==> config.mk <==
export PLATFORM = sky130hd
export DESIGN_NAME = dma_controller_gif_channel_core_flat
export DESIGN_NICKNAME = d
export VERILOG_FILES = /design/src/rtl/dgif_pkg.sv /design/src/rtl/dgif_if.sv /design/src/rtl/dgif_in_reg.sv /design/src/rtl/dgif_core.sv /design/src/rtl/dgif_out_reg.sv /design/src/rtl/dma_controller_gif_channel_core.sv /design/src/flat_wrapper.sv
export SDC_FILE = /design/constraint.sdc
export NUM_CORES = 1
export LEC_CHECK = 0
export ABC_AREA = 1
export BUFFER_PORTS_ARGS = -buffer_cell sky130_fd_sc_hd__buf_4
export CORE_MARGIN = 4
export CORE_UTILIZATION = 55
export DETAILED_ROUTE_END_ITERATION = 8
export PLACE_DENSITY_LB_ADDON = 0.05
export SYNTH_ARGS = -nofsm -noshare
export SYNTH_HDL_FRONTEND = slang
export SYNTH_HIERARCHICAL = 1
export SYNTH_SLANG_ARGS = --single-unit
==> constraint.sdc <==
create_clock -name clk -period 13.95 [get_ports clk]
set_input_delay 2.79 -clock clk [delete_from_list [all_inputs] [get_ports clk]]
set_output_delay 2.79 -clock clk [all_outputs]
set_load 0.02 [all_outputs]
==> src/rtl/dgif_pkg.sv <==
// shared types and constants of the graphics-interface dma channel
`default_nettype none
package dgif_pkg;

  localparam logic [1:0] ACT_READ  = 2'd0;
  localparam logic [1:0] ACT_WRITE = 2'd1;
  localparam logic [1:0] ACT_TICK  = 2'd2;

  localparam logic [31:0] ADDR_CHAN_CTRL = 32'h1000_A000;
  localparam logic [31:0] ADDR_CHAN_MADR = 32'h1000_A010;
  localparam logic [31:0] ADDR_CHAN_QWC  = 32'h1000_A020;
  localparam logic [31:0] ADDR_D_CTRL    = 32'h1000_E000;
  localparam logic [31:0] ADDR_D_STAT    = 32'h1000_E010;

  localparam int unsigned START_BIT = 8;
  localparam logic [31:0] QWORD_BYTES = 32'd16;

  typedef struct packed {
    logic [1:0]  action;
    logic [31:0] address;
    logic [31:0] write_data;
  } item_t;

  typedef struct packed {
    logic [31:0] read_data;
    logic        fetch_valid;
    logic [31:0] fetch_address;
    logic        transfer_done;
  } result_t;

endpackage
`default_nettype wire

==> src/rtl/dgif_if.sv <==
// valid/ready channel interfaces for bus transactions and results
`default_nettype none
interface dgif_in_if;
  logic        valid;
  logic        ready;
  logic [1:0]  action;
  logic [31:0] address;
  logic [31:0] write_data;

  modport source (output valid, output action, output address, output write_data,
                  input ready);
  modport sink (input valid, input action, input address, input write_data,
                output ready);
endinterface

interface dgif_out_if;
  logic        valid;
  logic        ready;
  logic [31:0] read_data;
  logic        fetch_valid;
  logic [31:0] fetch_address;
  logic        transfer_done;

  modport source (output valid, output read_data, output fetch_valid,
                  output fetch_address, output transfer_done, input ready);
  modport sink (input valid, input read_data, input fetch_valid,
                input fetch_address, input transfer_done, output ready);
endinterface
`default_nettype wire

==> src/rtl/dgif_in_reg.sv <==
// input register for incoming transactions
`default_nettype none
module dgif_in_reg (
  input  wire logic          clk,
  input  wire logic          rst_n,
  dgif_in_if.sink            in_bus,
  input  wire logic          advance,
  output logic               item_valid,
  output dgif_pkg::item_t    item
);
  import dgif_pkg::*;

  logic  valid_r, valid_nxt;
  item_t item_r;
  logic  take;

  assign in_bus.ready = !valid_r || advance;
  assign take         = in_bus.valid && in_bus.ready;

  always_comb begin
    valid_nxt = valid_r;
    if (take) begin
      valid_nxt = 1'b1;
    end else if (advance) begin
      valid_nxt = 1'b0;
    end
  end

  always_ff @(posedge clk) begin
    if (!rst_n) begin
      valid_r <= 1'b0;
    end else begin
      valid_r <= valid_nxt;
    end
  end

  always_ff @(posedge clk) begin
    if (take) begin
      item_r.action     <= in_bus.action;
      item_r.address    <= in_bus.address;
      item_r.write_data <= in_bus.write_data;
    end
  end

  assign item_valid = valid_r;
  assign item       = item_r;

endmodule
`default_nettype wire

==> src/rtl/dgif_core.sv <==
// register file, bus decode and transfer tick logic of the channel
`default_nettype none
module dgif_core (
  input  wire logic          clk,
  input  wire logic          rst_n,
  input  wire logic          exec,
  input  wire dgif_pkg::item_t item,
  output dgif_pkg::result_t  result
);
  import dgif_pkg::*;

  logic        master_enable_r, master_enable_nxt;
  logic        cycle_steal_r, cycle_steal_nxt;
  logic [1:0]  drain_channel_r, drain_channel_nxt;
  logic [1:0]  stall_source_r, stall_source_nxt;
  logic [1:0]  stall_dest_r, stall_dest_nxt;
  logic [2:0]  release_cycle_r, release_cycle_nxt;
  logic [31:0] chan_control_r, chan_control_nxt;
  logic [31:0] chan_address_r, chan_address_nxt;
  logic [15:0] chan_count_r, chan_count_nxt;
  logic [9:0]  chan_int_masks_r, chan_int_masks_nxt;
  logic        stall_int_mask_r, stall_int_mask_nxt;
  logic        fifo_int_mask_r, fifo_int_mask_nxt;
  logic        fetch_go;
  logic [15:0] count_dec;

  assign fetch_go = master_enable_r && chan_control_r[START_BIT] &&
                    (chan_control_r[3:2] == 2'd0);
  assign count_dec = chan_count_r - 16'd1;

  always_comb begin
    master_enable_nxt  = master_enable_r;
    cycle_steal_nxt    = cycle_steal_r;
    drain_channel_nxt  = drain_channel_r;
    stall_source_nxt   = stall_source_r;
    stall_dest_nxt     = stall_dest_r;
    release_cycle_nxt  = release_cycle_r;
    chan_control_nxt   = chan_control_r;
    chan_address_nxt   = chan_address_r;
    chan_count_nxt     = chan_count_r;
    chan_int_masks_nxt = chan_int_masks_r;
    stall_int_mask_nxt = stall_int_mask_r;
    fifo_int_mask_nxt  = fifo_int_mask_r;
    result             = '0;

    case (item.action)
      ACT_READ: begin
        case (item.address)
          ADDR_CHAN_CTRL: result.read_data = chan_control_r;
          ADDR_D_CTRL: result.read_data = {21'd0, release_cycle_r, stall_dest_r,
                                           stall_source_r, drain_channel_r,
                                           cycle_steal_r, master_enable_r};
          ADDR_D_STAT: result.read_data = {1'b0, fifo_int_mask_r, stall_int_mask_r,
                                           4'd0, chan_int_masks_r, 15'd0};
          default: result.read_data = '0;
        endcase
      end
      ACT_WRITE: begin
        case (item.address)
          ADDR_CHAN_CTRL: chan_control_nxt = item.write_data;
          ADDR_CHAN_MADR: chan_address_nxt = item.write_data;
          ADDR_CHAN_QWC:  chan_count_nxt   = item.write_data[15:0];
          ADDR_D_CTRL: begin
            master_enable_nxt = item.write_data[0];
            cycle_steal_nxt   = item.write_data[1];
            drain_channel_nxt = item.write_data[3:2];
            stall_source_nxt  = item.write_data[5:4];
            stall_dest_nxt    = item.write_data[7:6];
            release_cycle_nxt = item.write_data[10:8];
          end
          ADDR_D_STAT: begin
            chan_int_masks_nxt = chan_int_masks_r ^ item.write_data[24:15];
            stall_int_mask_nxt = stall_int_mask_r ^ item.write_data[29];
            fifo_int_mask_nxt  = fifo_int_mask_r ^ item.write_data[30];
          end
          default: ;
        endcase
      end
      ACT_TICK: begin
        if (fetch_go) begin
          result.fetch_valid   = 1'b1;
          result.fetch_address = chan_address_r;
          chan_address_nxt     = chan_address_r + QWORD_BYTES;
          chan_count_nxt       = count_dec;
          if (count_dec == 16'd0) begin
            chan_control_nxt[START_BIT] = 1'b0;
            result.transfer_done        = 1'b1;
          end
        end
      end
      default: ;
    endcase
  end

  always_ff @(posedge clk) begin
    if (!rst_n) begin
      master_enable_r  <= 1'b0;
      cycle_steal_r    <= 1'b0;
      drain_channel_r  <= '0;
      stall_source_r   <= '0;
      stall_dest_r     <= '0;
      release_cycle_r  <= '0;
      chan_control_r   <= '0;
      chan_address_r   <= '0;
      chan_count_r     <= '0;
      chan_int_masks_r <= '0;
      stall_int_mask_r <= 1'b0;
      fifo_int_mask_r  <= 1'b0;
    end else if (exec) begin
      master_enable_r  <= master_enable_nxt;
      cycle_steal_r    <= cycle_steal_nxt;
      drain_channel_r  <= drain_channel_nxt;
      stall_source_r   <= stall_source_nxt;
      stall_dest_r     <= stall_dest_nxt;
      release_cycle_r  <= release_cycle_nxt;
      chan_control_r   <= chan_control_nxt;
      chan_address_r   <= chan_address_nxt;
      chan_count_r     <= chan_count_nxt;
      chan_int_masks_r <= chan_int_masks_nxt;
      stall_int_mask_r <= stall_int_mask_nxt;
      fifo_int_mask_r  <= fifo_int_mask_nxt;
    end
  end

  a_done_clears_start: assert property (@(posedge clk) disable iff (!rst_n)
    exec && result.transfer_done |=> !chan_control_r[START_BIT])
    else $error("start bit still set after last fetch");

  a_fetch_steps_address: assert property (@(posedge clk) disable iff (!rst_n)
    exec && result.fetch_valid |=>
      chan_address_r == $past(chan_address_r) + QWORD_BYTES)
    else $error("address did not advance by one quadword");

  a_fetch_only_on_tick: assert property (@(posedge clk) disable iff (!rst_n)
    result.fetch_valid |-> item.action == ACT_TICK && result.read_data == '0)
    else $error("fetch issued outside a tick");

endmodule
`default_nettype wire

==> src/rtl/dgif_out_reg.sv <==
// result register with ready backpressure
`default_nettype none
module dgif_out_reg (
  input  wire logic            clk,
  input  wire logic            rst_n,
  input  wire logic            load,
  input  wire dgif_pkg::result_t result,
  output logic                 advance,
  dgif_out_if.source           out_bus
);
  import dgif_pkg::*;

  logic    valid_r, valid_nxt;
  result_t result_r;

  assign advance = !valid_r || out_bus.ready;

  always_comb begin
    valid_nxt = valid_r;
    if (load) begin
      valid_nxt = 1'b1;
    end else if (out_bus.ready) begin
      valid_nxt = 1'b0;
    end
  end

  always_ff @(posedge clk) begin
    if (!rst_n) begin
      valid_r <= 1'b0;
    end else begin
      valid_r <= valid_nxt;
    end
  end

  always_ff @(posedge clk) begin
    if (load) begin
      result_r <= result;
    end
  end

  assign out_bus.valid         = valid_r;
  assign out_bus.read_data     = result_r.read_data;
  assign out_bus.fetch_valid   = result_r.fetch_valid;
  assign out_bus.fetch_address = result_r.fetch_address;
  assign out_bus.transfer_done = result_r.transfer_done;

endmodule
`default_nettype wire

==> src/rtl/dma_controller_gif_channel_core.sv <==
// top level of the graphics-interface dma channel register block
// One transaction (bus read, bus write or transfer tick) is taken per clock while
// the input is ready; it is held first in the input register, then the decode and
// register update settle into the result register. The input stays
// ready while the result register is empty or being drained, so a stalled result
// holds up at most one further transaction. Register state updates as each
// transaction leaves the input register, so back-to-back transactions see each
// other's writes in order.
`default_nettype none
module dma_controller_gif_channel_core (
  input  wire logic  clk,
  input  wire logic  rst_n,
  dgif_in_if.sink    in_bus,
  dgif_out_if.source out_bus
);
  import dgif_pkg::*;

  logic    item_valid;
  item_t   item;
  result_t result;
  logic    advance;
  logic    exec;

  assign exec = item_valid && advance;

  dgif_in_reg u_in_reg (
    .clk        (clk),
    .rst_n      (rst_n),
    .in_bus     (in_bus),
    .advance    (advance),
    .item_valid (item_valid),
    .item       (item)
  );

  dgif_core u_core (
    .clk    (clk),
    .rst_n  (rst_n),
    .exec   (exec),
    .item   (item),
    .result (result)
  );

  dgif_out_reg u_out_reg (
    .clk     (clk),
    .rst_n   (rst_n),
    .load    (exec),
    .result  (result),
    .advance (advance),
    .out_bus (out_bus)
  );

endmodule
`default_nettype wire
==> src/flat_wrapper.sv <==
// flat-port wrapper written by rule: the top's interface ports become plain ports
module dma_controller_gif_channel_core_flat import dgif_pkg::*;
  (clk, rst_n, in_bus_valid, in_bus_action, in_bus_address, in_bus_write_data, in_bus_ready, out_bus_valid, out_bus_read_data, out_bus_fetch_valid, out_bus_fetch_address, out_bus_transfer_done, out_bus_ready);
  dgif_in_if in_bus_i ();
  dgif_out_if out_bus_i ();
  input  wire logic clk;
  input  wire logic rst_n;
  input wire logic [$bits(in_bus_i.valid)-1:0] in_bus_valid;
  input wire logic [$bits(in_bus_i.action)-1:0] in_bus_action;
  input wire logic [$bits(in_bus_i.address)-1:0] in_bus_address;
  input wire logic [$bits(in_bus_i.write_data)-1:0] in_bus_write_data;
  output wire logic [$bits(in_bus_i.ready)-1:0] in_bus_ready;
  output wire logic [$bits(out_bus_i.valid)-1:0] out_bus_valid;
  output wire logic [$bits(out_bus_i.read_data)-1:0] out_bus_read_data;
  output wire logic [$bits(out_bus_i.fetch_valid)-1:0] out_bus_fetch_valid;
  output wire logic [$bits(out_bus_i.fetch_address)-1:0] out_bus_fetch_address;
  output wire logic [$bits(out_bus_i.transfer_done)-1:0] out_bus_transfer_done;
  input wire logic [$bits(out_bus_i.ready)-1:0] out_bus_ready;
  assign in_bus_i.valid = in_bus_valid;
  assign in_bus_i.action = in_bus_action;
  assign in_bus_i.address = in_bus_address;
  assign in_bus_i.write_data = in_bus_write_data;
  assign in_bus_ready = in_bus_i.ready;
  assign out_bus_valid = out_bus_i.valid;
  assign out_bus_read_data = out_bus_i.read_data;
  assign out_bus_fetch_valid = out_bus_i.fetch_valid;
  assign out_bus_fetch_address = out_bus_i.fetch_address;
  assign out_bus_transfer_done = out_bus_i.transfer_done;
  assign out_bus_i.ready = out_bus_ready;
  dma_controller_gif_channel_core u_core (.clk(clk), .rst_n(rst_n), .in_bus(in_bus_i), .out_bus(out_bus_i));
endmodule
==> run_summary.xml <==
<?xml version="1.0" encoding="UTF-8"?>
<metrics>
  <group name="status">
    <metric name="status" unit="">complete, no violations</metric>
  </group>
  <group name="logic_synthesis">
    <metric name="async_flop_share" unit="%">0</metric>
    <metric name="yosys.cell_count.top_type" unit="">sky130_fd_sc_hd__nand2_1</metric>
    <metric name="syn-num-nets" unit="">1266</metric>
    <metric name="ys_top_cells_by_count" unit="">sky130_fd_sc_hd__nand2_1, sky130_fd_sc_hd__nor2_1, sky130_fd_sc_hd__inv_1</metric>
    <metric name="post_synth_num_cell_types" unit="">38</metric>
    <metric name="synth_area_per_cell" unit="sq um">8.68</metric>
    <metric name="synthesis.yosys.warnings" unit="">6</metric>
    <metric name="synth-seq-cells" unit="">237</metric>
    <metric name="synth_sequential_area_ratio" unit="%">58.6</metric>
    <metric name="yosys-top-cells-area" unit="">sky130_fd_sc_hd__edfxtp_1, sky130_fd_sc_hd__dfxtp_1, sky130_fd_sc_hd__nand2_1</metric>
    <metric name="postSynthCellCount" unit="">1193</metric>
    <metric name="dominantRegCellSynth" unit="">sky130_fd_sc_hd__edfxtp_1</metric>
    <metric name="synth_area_leader_cell" unit="">sky130_fd_sc_hd__edfxtp_1</metric>
    <metric name="syn-cell-area" unit="sq um">10400</metric>
    <metric name="synth_largest_type_area_fraction" unit="%">38.3</metric>
    <metric name="number_of_flops_mapped_to_enable_cells_by_yosys" unit="">132</metric>
  </group>
  <group name="global_route">
    <metric name="grt_max_degree" unit="">76</metric>
    <metric name="number_of_global_route_vias_before_repair" unit="">8002</metric>
    <metric name="antenna_found_initial" unit="">0</metric>
    <metric name="global_route_wire_length_before_repair" unit="mm">40.2</metric>
    <metric name="grt_overflow" unit="">0</metric>
    <metric name="groute.usage.overall" unit="%">22.8</metric>
  </group>
  <group name="floorplanning">
    <metric name="floorplan.die.width" unit="um">145</metric>
    <metric name="fp.dieArea" unit="sq um">21100</metric>
    <metric name="die_h" unit="um">145</metric>
    <metric name="initial_core_util" unit="%">56.9</metric>
    <metric name="design.portCount" unit="">138</metric>
    <metric name="core_area" unit="sq um">18200</metric>
    <metric name="num_rows" unit="">49</metric>
  </group>
  <group name="power">
    <metric name="cellLeakagePower" unit="nW">4.56</metric>
    <metric name="power_switching_share" unit="%">22.6</metric>
    <metric name="power_frac_comb" unit="%">7.3</metric>
    <metric name="internal_power" unit="mW">1.16</metric>
    <metric name="sequential_power_share" unit="%">51.8</metric>
    <metric name="pwr-share-clk" unit="%">40.9</metric>
    <metric name="power-per-cell-area" unit="nW/um^2">122</metric>
    <metric name="switching_power_total" unit="uW">337</metric>
    <metric name="worst_ir_drop_vdd" unit="mV">0.101</metric>
  </group>
  <group name="detailed_routing">
    <metric name="wire_per_inst" unit="um">15.9</metric>
    <metric name="final_antenna_net_count" unit="">0</metric>
    <metric name="route.detailed.vias_per_inst" unit="">5.46</metric>
    <metric name="vias" unit="">8483</metric>
    <metric name="drt_drc_violations_left" unit="">0</metric>
    <metric name="first_pass_iters" unit="">5</metric>
    <metric name="total_wire_length" unit="mm">24.7</metric>
    <metric name="drt-initial-drc-count" unit="">726</metric>
  </group>
  <group name="cts">
    <metric name="cts.repair_timing.setup_buffer_count" unit="">0</metric>
    <metric name="holdBufCountCts" unit="">0</metric>
    <metric name="cts.root.buffer_cell" unit="">sky130_fd_sc_hd__clkbuf_16</metric>
    <metric name="cts_inserted_buffers" unit="">24</metric>
    <metric name="clkTransAtPathRegs" unit="ns">0.06</metric>
    <metric name="clock_tree.buffer_depth" unit="">3</metric>
    <metric name="clkSinkCount" unit="">237</metric>
    <metric name="post_cts_resize_count" unit="">0</metric>
    <metric name="clk-insertion-delay-late" unit="ns">0.52</metric>
    <metric name="clock_tree_from_tritoncts" unit="">built</metric>
    <metric name="cts_htree_levels" unit="">1</metric>
  </group>
  <group name="placed_design">
    <metric name="dp_hpwl" unit="mm">16.7</metric>
    <metric name="placed_cell_area" unit="sq um">11500</metric>
    <metric name="globalplace.congestion" unit="">0.906</metric>
    <metric name="placement.io_buffers" unit="">137</metric>
    <metric name="dpl_worst_slack" unit="ns">7.82</metric>
  </group>
  <group name="timing">
    <metric name="finalWorstPathRequiredPeriod" unit="ns">6.12</metric>
    <metric name="worst-slew-pin-transition" unit="ns">1.16</metric>
    <metric name="rsz0062_at_grt" unit="">no</metric>
    <metric name="slew_headroom" unit="%">22.5</metric>
    <metric name="setup_viol_count_final" unit="">0</metric>
    <metric name="slew_viol_final" unit="">0</metric>
    <metric name="max_freq" unit="MHz">163</metric>
    <metric name="final.setup_skew" unit="ns">0.0155</metric>
    <metric name="timing_hold_violations_final" unit="">0</metric>
    <metric name="worst_hold_slack" unit="ns">0.457</metric>
    <metric name="setup-tns-final" unit="ns">0</metric>
    <metric name="setup_ws" unit="ns">7.83</metric>
    <metric name="final.period_utilization" unit="%">43.9</metric>
  </group>
  <group name="hold_path">
    <metric name="holdCritPathClass" unit="">reg -&gt; reg</metric>
    <metric name="hold_depth" unit="">2</metric>
  </group>
  <group name="layout">
    <metric name="finish.instance_area" unit="sq um">12200</metric>
    <metric name="antenna-diode-count" unit="">0</metric>
    <metric name="nets" unit="">1379</metric>
    <metric name="synthToLayoutAreaGrowth" unit="%">18.1</metric>
    <metric name="layout.core_utilization" unit="%">67.1</metric>
    <metric name="share_of_final_layout_standard_cells_stronger_than_drive_strength_1" unit="%">15.3</metric>
  </group>
  <group name="run">
    <metric name="max_cap_violation_count" unit="">0</metric>
  </group>
  <group name="setup_path">
    <metric name="timing_worst_setup_path_type" unit="">in -&gt; out</metric>
    <metric name="critical_path.startpoint_type" unit="">primary input</metric>
    <metric name="required" unit="ns">11.16</metric>
    <metric name="crit_arrival" unit="ns">3.33</metric>
    <metric name="critPathCaptureType" unit="">primary output</metric>
    <metric name="cp_max_fo" unit="">3</metric>
    <metric name="timing.reg2reg.worst_path_depth" unit="">10</metric>
  </group>
</metrics>
power by group through the flow:
stage | registers [mW] | clock network, mW | logic [mW]
2_1_floorplan | 0.798 | 0 | 0.0522
3_3_place_gp | 0.788 | 0 | 0.108
3_5_place_dp | 0.788 | 0 | 0.109
4_1_cts | 0.774 | 0.623 | 0.110
5_1_grt | 0.776 | 0.652 | 0.121
6_report | 0.774 | 0.611 | 0.109
placed cells by master, fill, tap and decap left out, types with 6 or more instances in the layout:
master,count
sky130_fd_sc_hd__inv_2,6
sky130_fd_sc_hd__o22ai_1,12
sky130_fd_sc_hd__nor2_1,141
sky130_fd_sc_hd__clkbuf_1,8
sky130_fd_sc_hd__nand2_1,232
sky130_fd_sc_hd__buf_4,141
sky130_fd_sc_hd__nand4_1,21
sky130_fd_sc_hd__nand3_1,88
sky130_fd_sc_hd__a21oi_1,113
sky130_fd_sc_hd__nor3_1,24
sky130_fd_sc_hd__o21ai_0,77
sky130_fd_sc_hd__clkinv_2,6
sky130_fd_sc_hd__clkbuf_16,26
sky130_fd_sc_hd__inv_1,137
sky130_fd_sc_hd__dfxtp_1,105
sky130_fd_sc_hd__edfxtp_1,132
cells by family (layout without fill, tap and decap cells):
family / Yosys count / after routing / share of synthesized area, %
buffers and inverters: 197 / 328 / 7.48
AOI/OAI and AO/OA: 217 / 217 / 10.9
xor gates and xnor gates: 6 / 6 / 0.508
and+or+nand+nor: 533 / 533 / 22.1
adders and majority gates: 3 / 3 / 0.363
DFF: 237 / 237 / 58.6
stage by stage:
stage,std cells,total power [mW]
floorplan,1193,0.850
global placement,1509,0.896
detailed placement,1509,0.898
CTS,1553,1.51
global route,1553,1.55
finish,1553,1.49
state kept, by name (all words and copies together) (netlist names), 2 cells and up:
register / cells
u_core/u_core/stall_source_r: 2
u_core/u_out_reg/out_bus.fetch_address: 32
u_core/u_in_reg/item: 66
u_core/u_core/release_cycle_r: 3
u_core/u_core/chan_int_masks_r: 10
u_core/u_core/stall_dest_r: 2
u_core/u_core/chan_address_r: 32
u_core/u_core/drain_channel_r: 2
u_core/u_core/chan_count_r: 16
u_core/u_out_reg/out_bus.read_data: 32
u_core/u_core/chan_control_r: 32
metal layers:
layer,up-vias,wire (um),global-route usage [%]
met5,-,0,0
met4,0,618,6.60
met3,50,1950,4.83
met2,296,11000,35.6
met1,3931,11200,32.5
li1,4206,-,-
final cells by class:
type / instances / area, sq um
fill: 1510 / 5980
inverter: 143 / 537
tap: 229 / 287
sequential: 237 / 6070
clock inverter: 7 / 33.8
clock buffer: 37 / 722
timing repair buffer: 141 / 1060
multi-input combinational: 759 / 3520
critical path, cell delays in order:
cell                      delay [ns]
sky130_fd_sc_hd__buf_4          0.10
sky130_fd_sc_hd__inv_1          0.06
sky130_fd_sc_hd__nand2_2        0.07
sky130_fd_sc_hd__inv_2          0.09
sky130_fd_sc_hd__nand2_2        0.06
sky130_fd_sc_hd__buf_4          0.16
worst paths after layout:
kind                                        start  slack (ns)                               end
hold / removal    u_core/u_core/chan_address_r[0]        0.46   u_core/u_core/chan_address_r[0]
hold reg to reg   u_core/u_core/chan_address_r[0]        0.46   u_core/u_core/chan_address_r[0]
setup / recovery                    out_bus_ready        7.83                      in_bus_ready
setup reg to reg         u_core/u_in_reg/item[64]        9.64  u_core/u_core/chan_address_r[21]
(Power assumes the default switching activity.)
